**src/rtl/bit_fifo_buffer_core_macros.svh**
```systemverilog
// assertion macros used by the bit fifo buffer pointer control
`ifndef BIT_FIFO_BUFFER_CORE_MACROS_SVH
`define BIT_FIFO_BUFFER_CORE_MACROS_SVH

// condition must hold in the same cycle
`define BFB_ASSERT_NOW(label, clk, rst_n, ante, cons) \
	label: assert property (@(posedge clk) disable iff (!rst_n) (ante) |-> (cons)) \
		else $error("bfb assertion failed");

// condition must hold in the next cycle
`define BFB_ASSERT_NEXT(label, clk, rst_n, ante, cons) \
	label: assert property (@(posedge clk) disable iff (!rst_n) (ante) |=> (cons)) \
		else $error("bfb assertion failed");

`endif

```
**src/rtl/bfb_pkg.sv**
```systemverilog
// package with request codes, widths and the stage record of the bit fifo buffer
`timescale 1ns / 1ps
`default_nettype none

package bfb_pkg;

	localparam int CAPACITY_DEF = 1024;
	localparam int REQ_W        = 3;
	localparam int BYTE_W       = 8;
	localparam int POS_W        = 3;
	localparam int CNT_W        = 14;

	typedef enum logic [REQ_W-1:0] {
		REQ_WR_BIT  = 3'd0,
		REQ_WR_BYTE = 3'd1,
		REQ_PAD     = 3'd2,
		REQ_RD_BIT  = 3'd3,
		REQ_RD_BYTE = 3'd4,
		REQ_REWIND  = 3'd5
	} req_t;

	// request outcome waiting for the store read data
	typedef struct packed {
		logic             ok;
		logic             rd_bit;
		logic             rd_byte;
		logic [POS_W-1:0] bit_sel;
		logic [CNT_W-1:0] bit_count;
		logic             aligned;
	} bfb_info_t;

endpackage

`default_nettype wire

```
**src/rtl/bfb_if.sv**
```systemverilog
// request and response channel interfaces of the bit fifo buffer
`timescale 1ns / 1ps
`default_nettype none

interface bfb_req_if;
	import bfb_pkg::*;

	logic              valid;
	logic              ready;
	logic [REQ_W-1:0]  req_type;
	logic              bit_in;
	logic [BYTE_W-1:0] byte_in;

	modport source (output valid, req_type, bit_in, byte_in, input ready);
	modport sink   (input valid, req_type, bit_in, byte_in, output ready);
endinterface


`default_nettype wire

```
**src/rtl/bfb_ctrl.sv**
```systemverilog
// pointer control: decides each request, drives the byte store, holds stage one
`timescale 1ns / 1ps
`default_nettype none

`include "bit_fifo_buffer_core_macros.svh"

module bfb_ctrl #(
	parameter int CAPACITY = bfb_pkg::CAPACITY_DEF
) (
	input  wire logic                        clk,
	input  wire logic                        arst_n,
	bfb_req_if.sink                          req,
	output logic                             mem_we,
	output logic [$clog2(CAPACITY)-1:0]      mem_waddr,
	output logic [bfb_pkg::BYTE_W-1:0]       mem_wdata,
	output logic                             mem_re,
	output logic [$clog2(CAPACITY)-1:0]      mem_raddr,
	output logic                             s1_valid,
	output bfb_pkg::bfb_info_t               s1_info,
	input  wire logic                        s1_take
);
	import bfb_pkg::*;

	localparam int IDX_W = $clog2(CAPACITY + 1);
	localparam int AW    = $clog2(CAPACITY);
	localparam int CW    = IDX_W + POS_W;
	localparam logic [IDX_W-1:0] CAP_IDX = IDX_W'(CAPACITY);

	logic [IDX_W-1:0]  wr_idx_q, wr_idx_n;
	logic [POS_W-1:0]  wr_pos_q, wr_pos_n;
	logic [IDX_W-1:0]  rd_idx_q, rd_idx_n;
	logic [POS_W-1:0]  rd_pos_q, rd_pos_n;
	logic [BYTE_W-1:0] partial_q, partial_n;
	logic              s1_v_q;
	bfb_info_t         info_s1;

	logic              fire;
	logic              full;
	logic              ok;
	logic              rd_bit;
	logic              rd_byte;
	logic [CW-1:0]     cnt_full;
	logic [CW+CNT_W-1:0] cnt_ext;

	assign req.ready = !s1_v_q || s1_take;
	assign fire      = req.valid && req.ready;
	assign full      = (wr_idx_q == CAP_IDX);

	always_comb begin
		wr_idx_n  = wr_idx_q;
		wr_pos_n  = wr_pos_q;
		rd_idx_n  = rd_idx_q;
		rd_pos_n  = rd_pos_q;
		partial_n = partial_q;
		ok        = 1'b0;
		rd_bit    = 1'b0;
		rd_byte   = 1'b0;
		mem_we    = 1'b0;
		mem_re    = 1'b0;
		mem_wdata = partial_q;
		case (req_t'(req.req_type))
			REQ_WR_BIT: begin
				if (!full) begin
					// bits above the write offset are always zero in the partial byte
					mem_wdata = partial_q | (BYTE_W'(req.bit_in) << wr_pos_q);
					mem_we    = fire;
					wr_pos_n  = wr_pos_q + POS_W'(1);
					ok        = 1'b1;
					if (wr_pos_q == '1) begin
						wr_idx_n  = wr_idx_q + IDX_W'(1);
						partial_n = '0;
					end else begin
						partial_n = mem_wdata;
					end
				end
			end
			REQ_WR_BYTE: begin
				if (wr_pos_q == '0 && !full) begin
					mem_wdata = req.byte_in;
					mem_we    = fire;
					wr_idx_n  = wr_idx_q + IDX_W'(1);
					ok        = 1'b1;
				end
			end
			REQ_PAD: begin
				ok = 1'b1;
				if (wr_pos_q != '0) begin
					mem_we    = fire;
					wr_idx_n  = wr_idx_q + IDX_W'(1);
					wr_pos_n  = '0;
					partial_n = '0;
				end
			end
			REQ_RD_BIT: begin
				if (rd_idx_q <= wr_idx_q && rd_idx_q != CAP_IDX &&
					!(rd_idx_q == wr_idx_q && rd_pos_q >= wr_pos_q)) begin
					mem_re   = fire;
					rd_pos_n = rd_pos_q + POS_W'(1);
					if (rd_pos_q == '1) begin
						rd_idx_n = rd_idx_q + IDX_W'(1);
					end
					ok     = 1'b1;
					rd_bit = 1'b1;
				end
			end
			REQ_RD_BYTE: begin
				if (rd_idx_q < wr_idx_q) begin
					mem_re   = fire;
					rd_idx_n = rd_idx_q + IDX_W'(1);
					ok       = 1'b1;
					rd_byte  = 1'b1;
				end
			end
			REQ_REWIND: begin
				rd_idx_n = '0;
				rd_pos_n = '0;
				ok       = 1'b1;
			end
			default: begin
			end
		endcase
	end

	assign mem_waddr = wr_idx_q[AW-1:0];
	assign mem_raddr = rd_idx_q[AW-1:0];

	// bit count wraps to the output width
	assign cnt_full = {wr_idx_n, wr_pos_n};
	assign cnt_ext  = (CW + CNT_W)'(cnt_full);

	always_ff @(posedge clk or negedge arst_n) begin
		if (!arst_n) begin
			wr_idx_q  <= '0;
			wr_pos_q  <= '0;
			rd_idx_q  <= '0;
			rd_pos_q  <= '0;
			partial_q <= '0;
			s1_v_q    <= 1'b0;
		end else begin
			if (fire) begin
				wr_idx_q  <= wr_idx_n;
				wr_pos_q  <= wr_pos_n;
				rd_idx_q  <= rd_idx_n;
				rd_pos_q  <= rd_pos_n;
				partial_q <= partial_n;
				s1_v_q    <= 1'b1;
			end else if (s1_take) begin
				s1_v_q <= 1'b0;
			end
		end
	end

	always_ff @(posedge clk) begin
		if (fire) begin
			info_s1.ok        <= ok;
			info_s1.rd_bit    <= rd_bit;
			info_s1.rd_byte   <= rd_byte;
			info_s1.bit_sel   <= rd_pos_q;
			info_s1.bit_count <= cnt_ext[CNT_W-1:0];
			info_s1.aligned   <= (wr_pos_n == '0);
		end
	end

	assign s1_valid = s1_v_q;
	assign s1_info  = info_s1;

	`BFB_ASSERT_NOW(a_rd_behind_wr, clk, arst_n, 1'b1, rd_idx_q <= wr_idx_q)
	`BFB_ASSERT_NOW(a_offset_not_full, clk, arst_n, wr_pos_q != '0, wr_idx_q < CAP_IDX)
	`BFB_ASSERT_NOW(a_partial_clean, clk, arst_n, 1'b1, (partial_q >> wr_pos_q) == '0)
	`BFB_ASSERT_NEXT(a_rewind_clears, clk, arst_n,
		fire && req.req_type == REQ_REWIND, rd_idx_q == '0 && rd_pos_q == '0)

endmodule

`default_nettype wire

```
**src/flat_wrapper.sv**
```systemverilog
// flat-port wrapper written by rule: the top's interface ports become plain ports
module bfb_ctrl_flat import bfb_pkg::*;
#(
	parameter int CAPACITY = bfb_pkg::CAPACITY_DEF
)
  (clk, arst_n, mem_we, mem_waddr, mem_wdata, mem_re, mem_raddr, s1_valid, s1_info, s1_take, req_valid, req_req_type, req_bit_in, req_byte_in, req_ready);
  bfb_req_if req_i ();
  input  wire logic clk;
  input  wire logic arst_n;
  output logic mem_we;
  output logic [$clog2(CAPACITY)-1:0] mem_waddr;
  output logic [bfb_pkg::BYTE_W-1:0] mem_wdata;
  output logic mem_re;
  output logic [$clog2(CAPACITY)-1:0] mem_raddr;
  output logic s1_valid;
  output bfb_pkg::bfb_info_t s1_info;
  input  wire logic s1_take;
  input wire logic [$bits(req_i.valid)-1:0] req_valid;
  input wire logic [$bits(req_i.req_type)-1:0] req_req_type;
  input wire logic [$bits(req_i.bit_in)-1:0] req_bit_in;
  input wire logic [$bits(req_i.byte_in)-1:0] req_byte_in;
  output wire logic [$bits(req_i.ready)-1:0] req_ready;
  assign req_i.valid = req_valid;
  assign req_i.req_type = req_req_type;
  assign req_i.bit_in = req_bit_in;
  assign req_i.byte_in = req_byte_in;
  assign req_ready = req_i.ready;
  bfb_ctrl #(.CAPACITY(CAPACITY)) u_core (.clk(clk), .arst_n(arst_n), .req(req_i), .mem_we(mem_we), .mem_waddr(mem_waddr), .mem_wdata(mem_wdata), .mem_re(mem_re), .mem_raddr(mem_raddr), .s1_valid(s1_valid), .s1_info(s1_info), .s1_take(s1_take));
endmodule
```
**config.mk**
```make
export PLATFORM = sky130hd
export DESIGN_NAME = bfb_ctrl_flat
export DESIGN_NICKNAME = d
export VERILOG_FILES = /design/src/rtl/bfb_pkg.sv /design/src/rtl/bfb_if.sv /design/src/rtl/bfb_ctrl.sv /design/src/flat_wrapper.sv
export VERILOG_INCLUDE_DIRS = /design/src /design/src/rtl
export SDC_FILE = /design/constraint.sdc
export NUM_CORES = 1
export LEC_CHECK = 0
export BUFFER_PORTS_ARGS = -buffer_cell sky130_fd_sc_hd__buf_4
export CAP_MARGIN = 20
export CORE_MARGIN = 1.5
export CORE_UTILIZATION = 55
export CTS_BUF_LIST = sky130_fd_sc_hd__clkbuf_8 sky130_fd_sc_hd__clkbuf_16
export CTS_CLUSTER_DIAMETER = 80
export DETAILED_ROUTE_END_ITERATION = 12
export PLACE_DENSITY = 0.78
export SLEW_MARGIN = 20
export SYNTH_ARGS = -nofsm -noshare
export SYNTH_HDL_FRONTEND = slang
export SYNTH_SLANG_ARGS = --single-unit
```
**constraint.sdc**
```tcl
create_clock -name clk -period 3.3 [get_ports clk]
set_input_delay 0.165 -clock clk [delete_from_list [all_inputs] [get_ports clk]]
set_output_delay 0.165 -clock clk [all_outputs]
set_load 0.01 [all_outputs]
```
* After elaboration in Yosys (flattened, before gate mapping)
Cells that the tools add are included.
Cells by class: $lt $le $gt $ge 3, shifts and indexed selects 1, equal/unequal tests 15, bitwise operators 1, multiplexer cells 35, reduce and logical (&&, ||, !) cells 21, add/sub/neg operators 4
Operators by type and width (count):
- two-way mux 11 bit | 7
- one-hot mux 11 bit (3 select lines) | 2
- two-way mux 8 bit | 5
- one-hot mux 8 bit (2 select lines) | 2
- adder 11 x 1 -> 11 bit, second input constant | 2
- == test 3 bit, second input constant | 4
- one-hot mux 3 bit (2 select lines) | 2
- == test 11 bit | 1
- == test 11 bit, second input constant | 1
- less-or-equal comparator 11 bit | 1
- less-than comparator 11 bit | 1
- two-way mux 1 bit | 11
- != test 11 bit, second input constant | 1
- logical NOT 3 bit | 3
- two-way mux 3 bit | 3
- != test 2 x 1 -> 1 bit, second input constant | 4
- bitwise OR 8 bit | 1
- left shift 1 x 3 -> 8 bit | 1
- adder 3 x 1 -> 3 bit, second input constant | 2
- == test 3 x 2 -> 1 bit, second input constant | 2
- nonzero test 2 bit | 3
- nonzero test 3 bit | 2
- logical AND 1 bit | 5
- one-hot mux 1 bit (5 select lines) | 1
- other kinds (11) | 13
Storage, ports and cells: word-level logic and storage cells 92, bits of input ports 16, register bits after elaboration 58

* Longest topological paths before layout
depth after elaboration 6, depth in mapped cells 10, gate-level depth less buffers 8

* Worst setup path after synthesis
No wires, ideal clock.
kind register to register, start register u_core.wr_idx_q[8], end register u_core.rd_idx_q[10], clock period less this slack 2725 ps, stages on the path, launching flop included 11, arrival time 2604 ps, library setup time 121 ps, path slack 575 ps, required time 3179 ps, path through dfrtp_1 -> clkbuf_1 -> inv_1 -> ha_1 -> nand4_1 -> or3_4 -> a2111oi_4 -> a211oi_2 -> buf_6 -> a2111o_1 -> a22o_1
Between the ends: cells in the longest elaborated chain, start to end 6, elaborated cells on any way between the ends 10, classes of those cells order compare (2); eq/ne (3); reduce/logical (5)
Ends and longest elaborated chain:
- start, declared | line bfb_ctrl.sv:29 | logic [IDX_W-1:0] wr_idx_q, wr_idx_n;
- start signal, assigned | line bfb_ctrl.sv:141 | wr_idx_q <= wr_idx_n;
- branches (longest 5 deep; another with less-or-equal comparator 11 bit)
- AND reduction 5 bit (no source line) *
- end signal, assigned | line bfb_ctrl.sv:143 | rd_idx_q <= rd_idx_n;
- end, declared | line bfb_ctrl.sv:31 | logic [IDX_W-1:0] rd_idx_q, rd_idx_n;
Every way passes the cells marked *. A chain may end at the register's enable or synchronous reset.

* Final worst setup path
start register u_core.wr_idx_q[0], end output mem_wdata[7] (netlist name)
Between the ends: cells in the longest elaborated chain, start to end 5, elaborated cells on any way between the ends 6, classes of those cells eq/ne (1); mux (3); reduce/logical (2)
Ends and longest elaborated chain:
- == test 11 bit * | line bfb_ctrl.sv:47 | assign full = (wr_idx_q == CAP_IDX);
- logical NOT 1 bit
- logical AND 1 bit | line bfb_ctrl.sv:78 | if (wr_pos_q == '0 && !full) begin
- two-way mux 8 bit | line bfb_ctrl.sv:78
- one-hot mux 8 bit (2 select lines) * | line bfb_ctrl.sv:61 | case (req_t'(req.req_type))
- end, declared | line flat_wrapper.sv:12 | output logic [bfb_pkg::BYTE_W-1:0] mem_wdata;
Every way passes the cells marked *; elsewhere a longest branch is shown, timed or not.

==> flow_metrics.py <==
metrics = {
    "status": {
        "status": "completed",
    },
    "critical_path": {
        "crit_start": "u_core.wr_idx_q[0]",
        "path_class": "register to output pin",
        "path_max_fanout": 7,
        "r2r_start": "u_core.wr_idx_q[8]",
        "cp.required_ns": 3.13,
        "cpPeakStageDelay_ns": 0.52,
        "cp-endpoint": "mem_wdata[7]",
        "timing.critical_path.mode_cell": "nand2_1",
        "cp.arrival_ns": 2.86,
        "slowest_stage": "nor4b_1",
        "cp.depth": 9,
        "r2r-end": "u_core.rd_idx_q[0]",
        "cpLargestDelayFamily": "simple AND/OR/NAND/NOR gates",
        "start_kind": "register",
        "endpoint_kind": "output pin",
        "r2r_setup_slack_ns": 0.31,
        "path_cells": "inv_1 -> ha_1 -> nor4b_1 -> nand3_1 -> nand2_1 -> nor2_1 -> a32oi_1 -> nand2_1 -> buf_4",
        "rr_worst_depth": 8,
        "critPathBufInv": 2,
    },
    "grt": {
        "grt_pass1_vias": 3027,
        "grt_pass1_wl_mm": 14.4,
        "gr-usage-all-layers_pct": 25.0,
        "antenna_found_initial": 0,
        "overflow": 0,
        "grt_max_degree": 38,
    },
    "clock_network": {
        "insertion_delay_ns": 0.33,
        "cts.sinks": 58,
        "path_clk_slew_ns": 0.06,
        "cts_max_path_buffers": 2,
        "cts_max_level": 3,
        "cts.hold.buffers_added": 1,
        "cts-root-buf": "clkbuf_8",
        "cts_resized": 0,
        "post-cts-setup-buffers": 0,
        "cts_buffers": 9,
        "tritoncts": "built",
    },
    "routing": {
        "routed_via_density": 6.06,
        "drtIter0Drc": 331,
        "dr.pass1.iters": 6,
        "drc_errors": 0,
        "wl_mm": 8.97,
        "vias": 3241,
        "ant_nets": 0,
        "wire_per_inst_um": 16.8,
    },
    "sta": {
        "final.period_utilization_pct": 91.5,
        "drv_slew": 0,
        "min_period_ns": 3.02,
        "hold_violations": 0,
        "relSlewSlack_pct": 35.3,
        "setup_violations": 0,
        "rsz0062_at_grt": "no",
        "clock_skew_ns": 0.00500,
        "finalSetupTns_ns": 0,
        "tightest_slew_ns": 0.970,
        "fmax_mhz": 331,
    },
    "logic_synthesis": {
        "synth-simple-area-share_pct": 19.4,
        "yosysWarnings": 0,
        "syn_avg_cell_area_um2": 9.38,
        "synth_edf_count": 21,
        "ys_ff_latch": 58,
        "synth_xor_area_share_pct": 3.72,
        "synth-seq-area-share_pct": 41.3,
        "synth_compound_area_share_pct": 17.8,
        "ys.flop_type": "dfrtp_1",
        "synth_top_family_by_area": "simple AND/OR/NAND/NOR gates",
        "synthAdderAreaFrac_pct": 7.63,
        "synth_area_um2": 3770,
        "synthDistinctLibCells": 57,
        "async_flop_share_pct": 63.8,
        "synth_fp_nets": 441,
        "synthCells": 402,
        "muxShareOfSynthArea_pct": 1.76,
    },
    "hold_path": {
        "hold_path.class": "primary input to register",
    },
    "floorplan": {
        "chipHeight_um": 85.8,
        "rows": 29,
        "start_util_pct": 58.1,
        "dieArea_um2": 7360,
        "core_um2": 6490,
        "io_pins": 69,
        "die-width_um": 85.8,
    },
    "placement": {
        "place_hpwl_mm": 6.45,
        "placed_cell_area_um2": 4200,
        "place.gp.congestion": 0.913,
        "numPortBuffers": 68,
    },
    "power_and_ir_drop": {
        "peakVddDrop_v": 0.000327,
        "p_leak_nw": 1.98,
        "p_per_area_nw_per_um2": 704,
        "finalPower_mw": 3.09,
    },
    "cells_and_area": {
        "nets": 492,
        "antenna_cells": 0,
        "multi_input_area_um2": 1900,
        "nFillCells": 518,
        "ff_latch_area_um2": 1560,
        "final_core_util_pct": 67.6,
        "drive_gt1_share_pct": 21.0,
        "fin_area_um2": 4390,
        "syn2layout_area_growth_pct": 16.4,
    },
    "flow_run": {
        "drv_cap": 0,
    },
}
==> worst min-delay path by stage <==
stage | startpoint | to | slack, ns | depth (start not counted)
after CTS | req_valid | u_core.s1_valid | 0.03 | 2
after global placement | arst_n | u_core.wr_idx_q[0] | 0.17 | 1
after floorplan | arst_n | u_core.partial_q[0] | -0.13 | 0
after global routing | req_valid | u_core.s1_valid | 0.05 | 2
final | req_valid | u_core.s1_valid | 0.04 | 2
after detailed placement | arst_n | u_core.wr_idx_q[0] | 0.17 | 1
==> registers in the layout, indices dropped and copies added (netlist names) <==
register          cells
u_core.s1_info       21
u_core.rd_idx_q      11
u_core.wr_idx_q      11
u_core.partial_q      8
u_core.rd_pos_q       3
u_core.wr_pos_q       3
u_core.s1_valid       1
==> layout by cell type, fill, tap and decap left out, types with 14 or more instances in the layout <==
cell	n
a21oi_1	18
buf_4	72
dfrtp_1	37
edfxtp_1	21
ha_1	23
inv_1	31
nand2_1	44
nand3_1	17
nor2_1	37
nor3_1	14
xnor2_1	16
==> cells by family (layout without fill, tap and decap cells) <==
family / after synthesis / count (layout)
and+or+nand+nor: 149 / 149
AOI/OAI and AO/OA: 88 / 88
buffers and inverters: 62 / 118
DFF: 58 / 58
adders and majority gates: 23 / 23
xor gates and xnor gates: 16 / 16
muxes: 6 / 6
==> worst register-to-register path, stage by stage, from the launching register on <==
cell      delay (ns)
dfrtp_1         0.52
inv_1           0.12
ha_1            0.32
nand4_1         0.12
or3_4           0.44
and3_1          0.20
a211oi_2        0.69
nor4_4          0.17
mux2_2          0.32
==> cells in the mapped netlist (8+ instances only) <==
cell type	number	area [um2]
nand2_1	44	165
dfrtp_1	37	926
nor2_1	37	139
inv_1	28	105
ha_1	23	288
edfxtp_1	21	631
buf_4	20	150
a21oi_1	18	90.1
nand3_1	17	85.1
xnor2_1	16	140
nor3_1	14	70.1
clkbuf_1	12	45.0
o21ai_0	9	45.0
a22o_1	8	70.1
==> metal layers <==
layer,wire length [um],global-route usage [%],vias up
met1,3970,34.9,1520
met3,640,4.14,16
li1,-,-,1539
met4,156,10.7,0
met2,4210,38.7,166
met5,0,0,-
==> power breakdown <==
group / total [mW] / internal (mW) / leakage [nW] / switching, mW
clock: 0.605 / 0.334 / 0.102 / 0.271
sequential: 1.18 / 0.952 / 0.668 / 0.225
combinational: 1.31 / 0.591 / 1.21 / 0.716
==> stage by stage <==
stage / instances / setup WS [ns] / hold slack [ns]
detailed placement: 518 / 0.410 / 0.174
CTS: 535 / 0.349 / 0.0332
global route: 535 / 0.104 / 0.0527
floorplan: 402 / 0.575 / -0.131
finish: 535 / 0.280 / 0.0380
global placement: 518 / 0.488 / 0.172
==> layout make-up <==
type	count	share of cell area [%]
Clock inverter	7	1.23
Multi-Input combinational cell	282	43.3
Tap cell	77	2.19
Inverter	29	2.48
Timing Repair Buffer	73	12.5
Sequential cell	58	35.5
Clock buffer	9	2.82
Note: power is estimated with default switching activity, not from simulation.
