$ cat src/rtl/bit_fifo_buffer_core_macros.svh
// assertion macros used by the bit fifo buffer pointer control
`ifndef BIT_FIFO_BUFFER_CORE_MACROS_SVH
`define BIT_FIFO_BUFFER_CORE_MACROS_SVH

// condition must hold in the same cycle
`define BFB_ASSERT_NOW(label, clk, rst_n, ante, cons) \
	label: assert property (@(posedge clk) disable iff (!rst_n) (ante) |-> (cons)) \
		else $error("bfb assertion failed");

// condition must hold in the next cycle
`define BFB_ASSERT_NEXT(label, clk, rst_n, ante, cons) \
	label: assert property (@(posedge clk) disable iff (!rst_n) (ante) |=> (cons)) \
		else $error("bfb assertion failed");

`endif

$ cat src/rtl/bfb_pkg.sv
// package with request codes, widths and the stage record of the bit fifo buffer
`timescale 1ns / 1ps
`default_nettype none

package bfb_pkg;

	localparam int CAPACITY_DEF = 1024;
	localparam int REQ_W        = 3;
	localparam int BYTE_W       = 8;
	localparam int POS_W        = 3;
	localparam int CNT_W        = 14;

	typedef enum logic [REQ_W-1:0] {
		REQ_WR_BIT  = 3'd0,
		REQ_WR_BYTE = 3'd1,
		REQ_PAD     = 3'd2,
		REQ_RD_BIT  = 3'd3,
		REQ_RD_BYTE = 3'd4,
		REQ_REWIND  = 3'd5
	} req_t;

	// request outcome waiting for the store read data
	typedef struct packed {
		logic             ok;
		logic             rd_bit;
		logic             rd_byte;
		logic [POS_W-1:0] bit_sel;
		logic [CNT_W-1:0] bit_count;
		logic             aligned;
	} bfb_info_t;

endpackage

`default_nettype wire

$ cat src/rtl/bfb_if.sv
// request and response channel interfaces of the bit fifo buffer
`timescale 1ns / 1ps
`default_nettype none


interface bfb_rsp_if;
	import bfb_pkg::*;

	logic              valid;
	logic              ready;
	logic              ok;
	logic              bit_out;
	logic [BYTE_W-1:0] byte_out;
	logic [CNT_W-1:0]  bit_count;
	logic              write_aligned;

	modport source (output valid, ok, bit_out, byte_out, bit_count, write_aligned,
		input ready);
	modport sink   (input valid, ok, bit_out, byte_out, bit_count, write_aligned,
		output ready);
endinterface

`default_nettype wire

$ cat src/rtl/bfb_resp.sv
// response stage: picks the read bit or byte and holds the result for transfer
`timescale 1ns / 1ps
`default_nettype none

module bfb_resp (
	input  wire logic                  clk,
	input  wire logic                  arst_n,
	input  wire logic                  s1_valid,
	input  bfb_pkg::bfb_info_t         s1_info,
	input  wire logic [bfb_pkg::BYTE_W-1:0] rdata,
	output logic                       s1_take,
	bfb_rsp_if.source                  rsp
);
	import bfb_pkg::*;

	logic              out_v_q;
	logic              ok_q;
	logic              bit_q;
	logic [BYTE_W-1:0] byte_q;
	logic [CNT_W-1:0]  cnt_q;
	logic              aligned_q;

	assign s1_take = s1_valid && (!out_v_q || rsp.ready);

	always_ff @(posedge clk or negedge arst_n) begin
		if (!arst_n) begin
			out_v_q <= 1'b0;
		end else if (s1_take) begin
			out_v_q <= 1'b1;
		end else if (rsp.ready) begin
			out_v_q <= 1'b0;
		end
	end

	always_ff @(posedge clk) begin
		if (s1_take) begin
			ok_q      <= s1_info.ok;
			bit_q     <= s1_info.rd_bit && rdata[s1_info.bit_sel];
			byte_q    <= s1_info.rd_byte ? rdata : '0;
			cnt_q     <= s1_info.bit_count;
			aligned_q <= s1_info.aligned;
		end
	end

	assign rsp.valid         = out_v_q;
	assign rsp.ok            = ok_q;
	assign rsp.bit_out       = bit_q;
	assign rsp.byte_out      = byte_q;
	assign rsp.bit_count     = cnt_q;
	assign rsp.write_aligned = aligned_q;

endmodule

`default_nettype wire

$ cat src/flat_wrapper.sv
// flat-port wrapper written by rule: the top's interface ports become plain ports
module bfb_resp_flat import bfb_pkg::*;
  (clk, arst_n, s1_valid, s1_info, rdata, s1_take, rsp_valid, rsp_ok, rsp_bit_out, rsp_byte_out, rsp_bit_count, rsp_write_aligned, rsp_ready);
  bfb_rsp_if rsp_i ();
  input  wire logic clk;
  input  wire logic arst_n;
  input  wire logic s1_valid;
  input  bfb_pkg::bfb_info_t s1_info;
  input  wire logic [bfb_pkg::BYTE_W-1:0] rdata;
  output logic s1_take;
  output wire logic [$bits(rsp_i.valid)-1:0] rsp_valid;
  output wire logic [$bits(rsp_i.ok)-1:0] rsp_ok;
  output wire logic [$bits(rsp_i.bit_out)-1:0] rsp_bit_out;
  output wire logic [$bits(rsp_i.byte_out)-1:0] rsp_byte_out;
  output wire logic [$bits(rsp_i.bit_count)-1:0] rsp_bit_count;
  output wire logic [$bits(rsp_i.write_aligned)-1:0] rsp_write_aligned;
  input wire logic [$bits(rsp_i.ready)-1:0] rsp_ready;
  assign rsp_valid = rsp_i.valid;
  assign rsp_ok = rsp_i.ok;
  assign rsp_bit_out = rsp_i.bit_out;
  assign rsp_byte_out = rsp_i.byte_out;
  assign rsp_bit_count = rsp_i.bit_count;
  assign rsp_write_aligned = rsp_i.write_aligned;
  assign rsp_i.ready = rsp_ready;
  bfb_resp u_core (.clk(clk), .arst_n(arst_n), .s1_valid(s1_valid), .s1_info(s1_info), .rdata(rdata), .s1_take(s1_take), .rsp(rsp_i));
endmodule
$ cat config.mk
export PLATFORM = sky130hd
export DESIGN_NAME = bfb_resp_flat
export DESIGN_NICKNAME = d
export VERILOG_FILES = /design/src/rtl/bit_fifo_buffer_core_macros.svh /design/src/rtl/bfb_pkg.sv /design/src/rtl/bfb_if.sv /design/src/rtl/bfb_resp.sv /design/src/flat_wrapper.sv
export SDC_FILE = /design/constraint.sdc
export NUM_CORES = 1
export LEC_CHECK = 0
export ABC_AREA = 0
export CAP_MARGIN = 25
export CORE_MARGIN = 2
export CORE_UTILIZATION = 49
export CTS_CLUSTER_SIZE = 8
export DETAILED_ROUTE_END_ITERATION = 12
export DONT_BUFFER_PORTS = 1
export PLACE_DENSITY = 0.73
export SYNTH_ARGS = -nofsm -noshare
export SYNTH_HDL_FRONTEND = slang
export SYNTH_SLANG_ARGS = --single-unit
$ cat constraint.sdc
create_clock -name clk -period 1.5 [get_ports clk]
set_clock_uncertainty 0.1 [all_clocks]
set_input_delay 0.15 -clock clk [delete_from_list [all_inputs] [get_ports clk]]
set_output_delay 0.15 -clock clk [all_outputs]
set_load 0.01 [all_outputs]
# Word level (Yosys, flattened, before mapping)
# Cells that the tools add are included.
# word_totals
ff_bits,26
inputBits,33
elab_cells,16
# classes
n_lt_le_gt_ge,1
n_mux,4
n_reduce_logical,5
# op_table
operator,count
$lt 3x4->1 const B,1
$bmux 1 s3,1
$mux 1,3
$logic_and 1x1->1,2
$reduce_bool 2->1,1
$logic_not 1->1,1
$logic_or 1x1->1,1

# Logic depth before layout (Yosys ltp)
# Gate-level depths: netlist of the first run.
# depth
word_depth,4
depth_mapped,3

# Worst setup path after synthesis of the first run
# No wires, ideal clock.
# synth_timing
kind,register to register
start,"register u_core.out_v_q, in the netlist u_core.rsp.valid"
end,"register u_core.cnt_q[0], in the netlist u_core.rsp.bit_count[0], enable pin"
setup_ns,0.387
arrival_ns,1.204
path_slack_ns,-0.191
path_stages_with_launch,3
synth_period_minus_slack_ns,1.691
cell_sequence,dfrtp_1 nand2b_1 and2_1
# synth_via
elab_chain_len,3
# synth_rtl
element,line,rtl
"start, declared",bfb_resp.sv:16,logic out_v_q;
"start signal, assigned",bfb_resp.sv:27,out_v_q <= 1'b0;
"start signal, assigned",bfb_resp.sv:29,out_v_q <= 1'b1;
"start signal, assigned",bfb_resp.sv:31,out_v_q <= 1'b0;
$logic_not 1->1,bfb_resp.sv:23,assign s1_take = s1_valid && (!out_v_q || rsp.ready);
$logic_or 1x1->1,bfb_resp.sv:23,
$logic_and 1x1->1,bfb_resp.sv:23,
net s1_take,flat_wrapper.sv:10,output logic s1_take;
"end signal, assigned",bfb_resp.sv:40,cnt_q <= s1_info.bit_count;
"end, declared",bfb_resp.sv:20,logic [CNT_W-1:0] cnt_q;
# The timed path passes the listed nets, and every way through them passes these cells.
# A chain may end at the register's enable or synchronous reset.

# Worst setup path in the final report of the first run
# layout_timing
start,"register u_core.out_v_q, in the netlist u_core.rsp.valid"
end,output s1_take
# layout_via
elab_chain_len,3
# layout_rtl
element,line
$logic_not 1->1,bfb_resp.sv:23
$logic_or 1x1->1,bfb_resp.sv:23
$logic_and 1x1->1,bfb_resp.sv:23
"end, declared",flat_wrapper.sv:10
# No other way between the ends.

==> impl_metrics.tcl, run 1 <==
set metrics [dict create \
    utilization 0.8029 \
    met1_usage 0.1313 \
    ir_worst_vdd_uv 646.5 \
    crit_required_ns 1.25 \
    yosysWarnings 0 \
    vias_per_cell 5.071 \
    setup_viol_count_final 0 \
    yosysMostFrequentCell "edfxtp_1" \
    die_width_um 47.24 \
    synth_largest_area_cell "edfxtp_1" \
    grt_overflow 0 \
    die_y_um 47.24 \
    gp_congestion 0.7186 \
    finalCritPeriodShare 0.9644 \
    grt_usage 0.1758 \
    slew_headroom 0.8311 \
    comb_power_share 0.111 \
    synthCells 44 \
    syn_area_sq_um 915.9 \
    ff_latch_area_sq_um 775.7 \
    stdcell_count 113 \
    drive_gt1_frac 0.07955 \
    synth_commonest_cells "edfxtp_1, and2_1, nand2b_1" \
    p_int_w 0.001043 \
    cts_buffers 3 \
    final_hold_viol_count 0 \
    drtPass1Iterations 4 \
    synth-seq-cells 26 \
    worstSetupStartpointType "flop" \
    yosys-top-cells-area "edfxtp_1, and2_1, mux4_1" \
    grt_pass1_vias 582 \
    diodes 0 \
    end_kind "output pin" \
    ys_types 11 \
    seqPwrFrac 0.679 \
    synth_edf_count 25 \
    nets 122 \
    leakage_nw 0.5181 \
    grt_max_degree 27 \
    die-area_sq_um 2231 \
    clk_latency_ns 0.30 \
    grt_busiest_layer "met2" \
    ff2ff_setup_slack_ns 0.14 \
    routedWlPerCell_um 16.14 \
    fill_cells 98 \
    cts_setup_buffers 0 \
    power_switching_w 0.0002559 \
    synth_ff_type "edfxtp_1" \
    clkPwrFrac 0.210 \
    drcViolationCount 0 \
    rows 15 \
    cts_sinks 26 \
    antenna_found_initial 0 \
    async_reset_ff_frac 0.03846 \
    multi_input_area_sq_um 138.9 \
    cts.reportedPaths.clkPinSlew_ns 0.12 \
    drt-total-wl_um 1824 \
    finalCriticalPeriod_ns 1.447 \
    power.density_nw_per_um2 927.1 \
    worst_pin_slew_ns 0.2516 \
    maxCapViolCount 0 \
    crit_type "flop to output pin" \
    io_pins 60 \
    yosys.area.top_type_share 0.8197 \
    cts_buffer_depth 2 \
    cts_tree "done" \
    root_buffer "clkbuf_4" \
    grtUsageMet3 0.06154 \
    syn2layout_area_growth_pct 53.01 \
    initial_core_util 0.5247 \
    use_met2 0.3676 \
    vias 573 \
    grt_pass1_wl_um 2504 \
    final_antenna_net_count 0 \
    cp_max_fo 13 \
    synth_fp_nets 77 \
    fmaxAchievable_ghz 0.6913 \
    finalMaxSlewViolations 0 \
    hold_path.class "input pin to flop" \
    core_sq_um 1745 \
    synth_area_per_cell_sq_um 20.82 \
    status "complete, no violations" \
    yosysSeqAreaShare 0.8470 \
    switching_share 0.1969 \
    dp_cells 70 \
    worstPathArrival_ns 1.20 \
    htree_levels 1 \
    drt_iter0_drc 5 \
    port_buffers 0 \
]
per-layer routing:
metal | vias to the layer above | share of wire
li1 | 256 | -
met1 | 273 | 0.30
met2 | 42 | 0.61
met3 | 2 | 0.082
met4 | 0 | 0.0082
met5 | - | 0
worst max-delay path: stages, from the launching register on:
cell and delay (ns):
dfrtp_1 0.44, nand2b_1 0.12, and2_4 0.19, buf_12 0.15
worst paths after layout:
kind / from / endpoint / cells past startpoint
max: u_core.rsp.valid / s1_take / 3
min: s1_info[15] / u_core.rsp.bit_out / 2
max reg2reg: u_core.rsp.valid / u_core.rsp.valid / 3
min reg2reg: u_core.rsp.valid / u_core.rsp.bit_count[5] / 3
max in group asynchronous: arst_n / u_core.rsp.valid / 2
min in group asynchronous: arst_n / u_core.rsp.valid / 2
power by group through the flow:
stage          sequential [W]  combinational [W]  clock, W
6_report             0.000882           0.000145  0.000273
5_1_grt              0.000887           0.000156  0.000307
4_1_cts              0.000883           0.000130  0.000288
3_5_place_dp         0.000900          0.0000536         0
3_3_place_gp         0.000899          0.0000499         0
2_1_floorplan        0.000894          0.0000371         0
state kept, by name, indices dropped and copies added, names as in the netlist:
register                  count
u_core.rsp.byte_out           8
u_core.rsp.write_aligned      1
u_core.rsp.ok                 1
u_core.rsp.bit_out            1
u_core.rsp.valid              1
u_core.rsp.bit_count         14
final cells by class:
class,count,share of cell area
Sequential cell,26,0.5536
Inverter,1,0.002679
Multi-Input combinational cell,17,0.09911
Clock buffer,3,0.01607
Clock inverter,1,0.002679
Timing Repair Buffer,40,0.3036
Tap cell,25,0.02232
through the flow:
step / worst slack (ns) / area, sq um / setup TNS, ns / hold slack [ns] / total power (W)
6_report: 0.05339 / 1401 / 0 / 0.06095 / 0.001299
5_1_grt: -0.0006319 / 1401 / -0.0006319 / 0.05900 / 0.001350
4_1_cts: 0.03128 / 1375 / 0 / 0.04398 / 0.001301
3_5_place_dp: 0.2294 / 968.4 / 0 / -0.2455 / 0.0009535
3_3_place_gp: 0.2515 / 968.4 / 0 / -0.2456 / 0.0009492
2_1_floorplan: 0.09727 / 917.1 / 0 / -0.2456 / 0.0009312
cells in the final DEF, fill, tap and decap left out, drive strengths merged:
cell type and count:
buf 1, nor2 1, dfrtp 1, and2 9, nand2b 2, clkinv 1
inv 1, mux2 1, dlygate4sd3 38, clkbuf 4, mux2i 1, o31ai 1
mux4 1, a311oi 1, edfxtp 25
logic make-up after synthesis:
kind of cell,synth area share
flip-flops,0.8470
AO/OA/AOI/OAI,0.01776
AND/OR/NAND/NOR,0.07922
buffers and inverters,0.004094
multiplexers,0.05192
what timing repair did:
action                     in CTS  in global routing
setup endpoints to repair       0                  1
hold endpoints to repair       27                  0
resized for setup               0                  1
hold buffers                   38                  0
(Power assumes the default switching activity.)
==> inputs of run 2 (changes only) <==
Clock period 1.5 ns to 1.26 ns, I/O delays scaled along.
==> run 2 against run 1 <==
The flow now finishes with violations (setup timing). Clock-buffer cell count unchanged. Sequential share of layout area up 0.65 points. Flip-flop and latch count unchanged. Worst setup slack worse by 0.20 ns. Die area is the same. Worst hold slack better by 0.024 ns. Via count up 1.2%. Power is 21% higher. Non-clock buffer count unchanged. Combinational power rose by 25%. Register-to-register slack got worse by 0.23 ns. First-iteration DRC count grew 40%. Largest cell class unchanged.
==> impl_metrics.tcl, run 2 (synthesized netlist as in run 1, its figures left out) <==
set metrics [dict create \
    clk_latency_ns 0.31 \
    clkPwrFrac 0.215 \
    cts_tree "done" \
    vias_per_cell 5.133 \
    ff2ff_setup_slack_ns -0.09 \
    syn2layout_area_growth_pct 51.23 \
    drt_iter0_drc 7 \
    final_hold_viol_count 0 \
    worst_pin_slew_ns 0.2468 \
    port_buffers 0 \
    fmaxAchievable_ghz 0.7133 \
    grt_pass1_vias 641 \
    leakage_nw 0.5147 \
    finalMaxSlewViolations 0 \
    routedWlPerCell_um 16.84 \
    drive_gt1_frac 0.1705 \
    grt_setup_unrepaired "true" \
    hp-start "rdata[2]" \
    die-area_sq_um 2231 \
    power_switching_w 0.0003223 \
    drcViolationCount 0 \
    r2r_cells 4 \
    fill_cells 101 \
    root_buffer "clkbuf_4" \
    setup_ws_ns -0.1419 \
    gp_congestion 0.7270 \
    initial_core_util 0.5247 \
    worstSetupStartpointType "flop" \
    power.density_nw_per_um2 1131 \
    mostFrequentLayoutCells "dlygate4sd3_1, edfxtp_1, and2_1, buf_4" \
    grt_overflow 0 \
    core_sq_um 1745 \
    cts_buffer_depth 2 \
    finalCriticalPeriod_ns 1.402 \
    worstReg2RegStart "u_core.rsp.valid" \
    grt_pass1_wl_um 2953 \
    io_pins 60 \
    slew_headroom 0.8341 \
    maxCapViolCount 0 \
    antenna_found_initial 0 \
    vias 580 \
    cts_sinks 26 \
    die_y_um 47.24 \
    seqPwrFrac 0.669 \
    drtPass1Iterations 3 \
    power_w 0.001567 \
    cts.reportedPaths.clkPinSlew_ns 0.13 \
    htree_levels 1 \
    status "finished, violations left" \
    hold_path.class "input pin to flop" \
    diodes 0 \
    finalCritPeriodShare 1.113 \
    setup_viol_count_final 22 \
    die_width_um 47.24 \
    cts_buffers 3 \
    multi_input_area_sq_um 146.4 \
    p_int_w 0.001245 \
    reg2reg_to "u_core.rsp.ok" \
    crit_type "flop to output pin" \
    grt_max_degree 15 \
    worstPathArrival_ns 1.18 \
    final_antenna_net_count 0 \
    utilization 0.7935 \
    ir_worst_vdd_uv 791.6 \
    drt-total-wl_um 1903 \
    switching_share 0.2057 \
    ff_latch_area_sq_um 775.7 \
    comb_power_share 0.115 \
    final_common_cell "dlygate4sd3_1" \
    cp_max_fo 2 \
    crit_required_ns 1.03 \
    grt_usage 0.2044 \
    hold_end "u_core.rsp.bit_out" \
    largest_reg_flops 14 \
    hold_depth 2 \
    rows 15 \
    violations "setup timing" \
    holdWs_ns 0.08452 \
    nets 122 \
    end_kind "output pin" \
]
## run 2: changes by cell type in the layout (fill, tap and decap cells not counted)
cell           previous run  this run
buf_4                     0         5
buf_6                     0         3
clkbuf_16                 1         0
dlygate4sd3_1            38        31
nand2b_1                  2         1
nand2b_4                  0         1
## run 2: critical path, cell delays in order, from the launching register on
cell and delay (ns):
dfrtp_1 0.41, nand2b_1 0.11, and2_4 0.17, buf_12 0.09, buf_6 0.09
## run 2: what timing repair did
| action | CTS | global route |
|---|---|---|
| setup buffers | 8 | 1 |
| endpoints found under the setup margin | 1 | 27 |
| hold buffers | 31 | 0 |
| gates cloned | 0 | 0 |
| hold endpoints to repair | 27 | 0 |
| pin swaps | 1 | 0 |
| resized for setup | 6 | 1 |
## run 2: power by group through the flow
| stage | registers, W | logic, W | clock network [W] |
|---|---|---|---|
| after floorplan | 0.00106 | 0.0000457 | 0 |
| after global placement | 0.00107 | 0.0000783 | 0 |
| after detailed placement | 0.00107 | 0.0000819 | 0 |
| after CTS | 0.00105 | 0.000193 | 0.000345 |
| after global routing | 0.00106 | 0.000197 | 0.000370 |
| final | 0.00105 | 0.000181 | 0.000338 |
## run 2: worst max path at each step
stage	start	to	slack [ns]	depth (start not counted)
after CTS	u_core.rsp.valid	s1_take	-0.11	4
final	u_core.rsp.valid	s1_take	-0.14	4
after floorplan	u_core.rsp.valid	u_core.rsp.bit_count[0]	0.02	2
after global placement	u_core.rsp.valid	u_core.rsp.bit_count[8]	0.11	3
after global routing	u_core.rsp.valid	s1_take	-0.19	4
after detailed placement	s1_info[16]	u_core.rsp.bit_out	0.08	3
## run 2: cell type report
type | count | share of cell area
clock buffers | 3 | 0.01626
clock inverters | 1 | 0.002710
inverters | 1 | 0.002710
multi-input cells | 17 | 0.1057
flip-flops and latches | 26 | 0.5601
well taps | 25 | 0.02258
repair buffers | 40 | 0.2900
## run 2: per-layer routing
metal,part of all wire,vias up,global-route usage,wire length [um]
met3,0.049,6,0.05000,93
li1,-,260,-,-
met2,0.56,41,0.3730,1067
met4,0.025,0,0.1111,48
met1,0.36,273,0.2113,694
met5,0,-,0,0
## run 2: metrics by stage
step | instances | area (sq um) | worst slack (ns) | setup TNS (ns)
2_1_floorplan | 44 | 918.4 | 0.02211 | 0
3_3_place_gp | 73 | 1005 | 0.1078 | 0
3_5_place_dp | 73 | 1005 | 0.07970 | 0
4_1_cts | 116 | 1424 | -0.1127 | -0.7667
5_1_grt | 113 | 1385 | -0.1933 | -2.608
6_report | 113 | 1385 | -0.1419 | -1.281
==> inputs of run 3 (changes only) <==
Settings changed: SKIP_CTS_REPAIR_TIMING set to 1.
==> run 3 against run 2 <==
The run ends with hold timing, setup timing left. Sequential share of layout area increased by 1.8 points. Global-route usage shrank 7.4 points. Sequential power is essentially flat. Non-clock buffer count fell by 5. Power is 0.92% lower. First-iteration DRC count shrank 100%. Flip-flop and latch count stayed put. Critical path type unchanged. Critical endpoint unchanged.
==> impl_metrics.tcl, run 3 (synthesized netlist as in run 1, its figures left out) <==
set metrics [dict create \
    status "finished, violations left" \
    violations "hold timing, setup timing" \
    die_y_um 47.24 \
    clk_latency_ns 0.31 \
    wl_met1_um 593 \
    root_buffer "clkbuf_4" \
    finalCriticalPeriod_ns 1.391 \
    ir_worst_vdd_uv 684.2 \
    diodes 0 \
    core_sq_um 1745 \
    power.density_nw_per_um2 1157 \
    cts_buffer_depth 2 \
    initial_core_util 0.5247 \
    finalCritPeriodShare 1.104 \
    mostFrequentLayoutCells "dlygate4sd3_1, edfxtp_1, and2_1, clkbuf_4" \
    die_width_um 47.24 \
    grt_usage 0.1306 \
    drcViolationCount 0 \
    ff_latch_area_sq_um 775.7 \
    drt-total-wl_um 1838 \
    cts.reportedPaths.clkPinSlew_ns 0.13 \
    wl_met3_um 120 \
    drtPass1Iterations 1 \
    io_pins 60 \
    grt_pass1_vias 410 \
    end_kind "output pin" \
    drive_gt1_frac 0.1205 \
    vias_per_cell 5.074 \
    finalMaxSlewViolations 0 \
    power_switching_w 0.0003193 \
    final_hold_viol_count 1 \
    worstSetupStartpointType "flop" \
    final_common_cell "dlygate4sd3_1" \
    nets 117 \
    multi_input_area_sq_um 138.9 \
    comb_power_share 0.106 \
    syn2layout_area_growth_pct 46.59 \
    grt_setup_unrepaired "true" \
    fill_cells 106 \
    switching_share 0.2056 \
    setup_viol_count_final 14 \
    port_buffers 0 \
    rows 15 \
    stdcell_count 108 \
    grt_max_degree 15 \
    cts_buffers 3 \
    antenna_found_initial 0 \
    gp_congestion 0.7270 \
    p_int_w 0.001233 \
    largest_reg_flops 14 \
    final_antenna_net_count 0 \
    dp_cells 73 \
    setup_ws_ns -0.1312 \
    crit_type "flop to output pin" \
    seqPwrFrac 0.675 \
    grt_pass1_wl_um 1918 \
    die-area_sq_um 2231 \
    hold_path.class "input pin to flop" \
    maxCapViolCount 0 \
    place_area_sq_um 1005 \
    fmaxAchievable_ghz 0.7188 \
    design_area_sq_um 1343 \
    cts_tree "done" \
    worstPathArrival_ns 1.17 \
    routedWlPerCell_um 17.02 \
    dr_wl_met2_um 1077 \
    cp_max_fo 2 \
    leakage_nw 0.4874 \
    drt_iter0_drc 0 \
    worst_pin_slew_ns 0.2306 \
    vias 548 \
    topRoutingLayerUsed "met4" \
    cts_sinks 26 \
    clkPwrFrac 0.219 \
    crit_required_ns 1.03 \
    grt_overflow 0 \
    htree_levels 1 \
    slew_headroom 0.8450 \
    holdWs_ns -0.09262 \
]
==> run 3: power by group through the flow <==
stage          Sequential (W)  Combinational, W  Clock [W]
3_3_place_gp          0.00107         0.0000783          0
6_report              0.00105          0.000164   0.000340
4_1_cts               0.00105         0.0000820   0.000345
3_5_place_dp          0.00107         0.0000819          0
5_1_grt               0.00105          0.000178   0.000387
2_1_floorplan         0.00106         0.0000457          0
==> run 3: final cells by class <==
class / count / area share
clock inverter: 1 / 0.002796
timing repair buffer: 35 / 0.2731
tap: 25 / 0.02330
sequential: 26 / 0.5778
multi-input combinational: 17 / 0.1034
inverter: 1 / 0.002796
clock buffer: 3 / 0.01678
==> run 3: routing by layer <==
layer  global-route usage  vias to the layer above
met1               0.1231                      261
li1                     -                      245
met3              0.07692                        4
met5                    0                        -
met4              0.06667                        0
met2               0.2216                       38
==> run 3: critical path: stages (launching register included) <==
cell and delay [ns]:
dfrtp_1 0.40, nand2b_1 0.09, and2_4 0.18, buf_12 0.10, buf_6 0.09
==> run 3: final timing paths <==
check                                           endpoint  slack, ns  depth (start not counted)             start
max in group asynchronous               u_core.rsp.valid       0.50                          2            arst_n
worst min-delay path                    u_core.rsp.valid      -0.09                          2         rsp_ready
worst max-delay path                             s1_take      -0.13                          4  u_core.rsp.valid
min in group asynchronous               u_core.rsp.valid       0.46                          2            arst_n
worst min register to register          u_core.rsp.valid       0.44                          2  u_core.rsp.valid
worst max register to register  u_core.rsp.write_aligned      -0.08                          4  u_core.rsp.valid
==> run 3: stage by stage <==
step                  util  total power [W]  setup WS (ns)  TNS [ns]
global placement    0.5756         0.001147         0.1078         0
global route        0.7692         0.001620        -0.1989    -2.001
detailed placement  0.5756         0.001152        0.07970         0
finish              0.7692         0.001553        -0.1312    -1.105
CTS                 0.5907         0.001477        -0.2209   -0.2209
floorplan                -         0.001110        0.02211         0
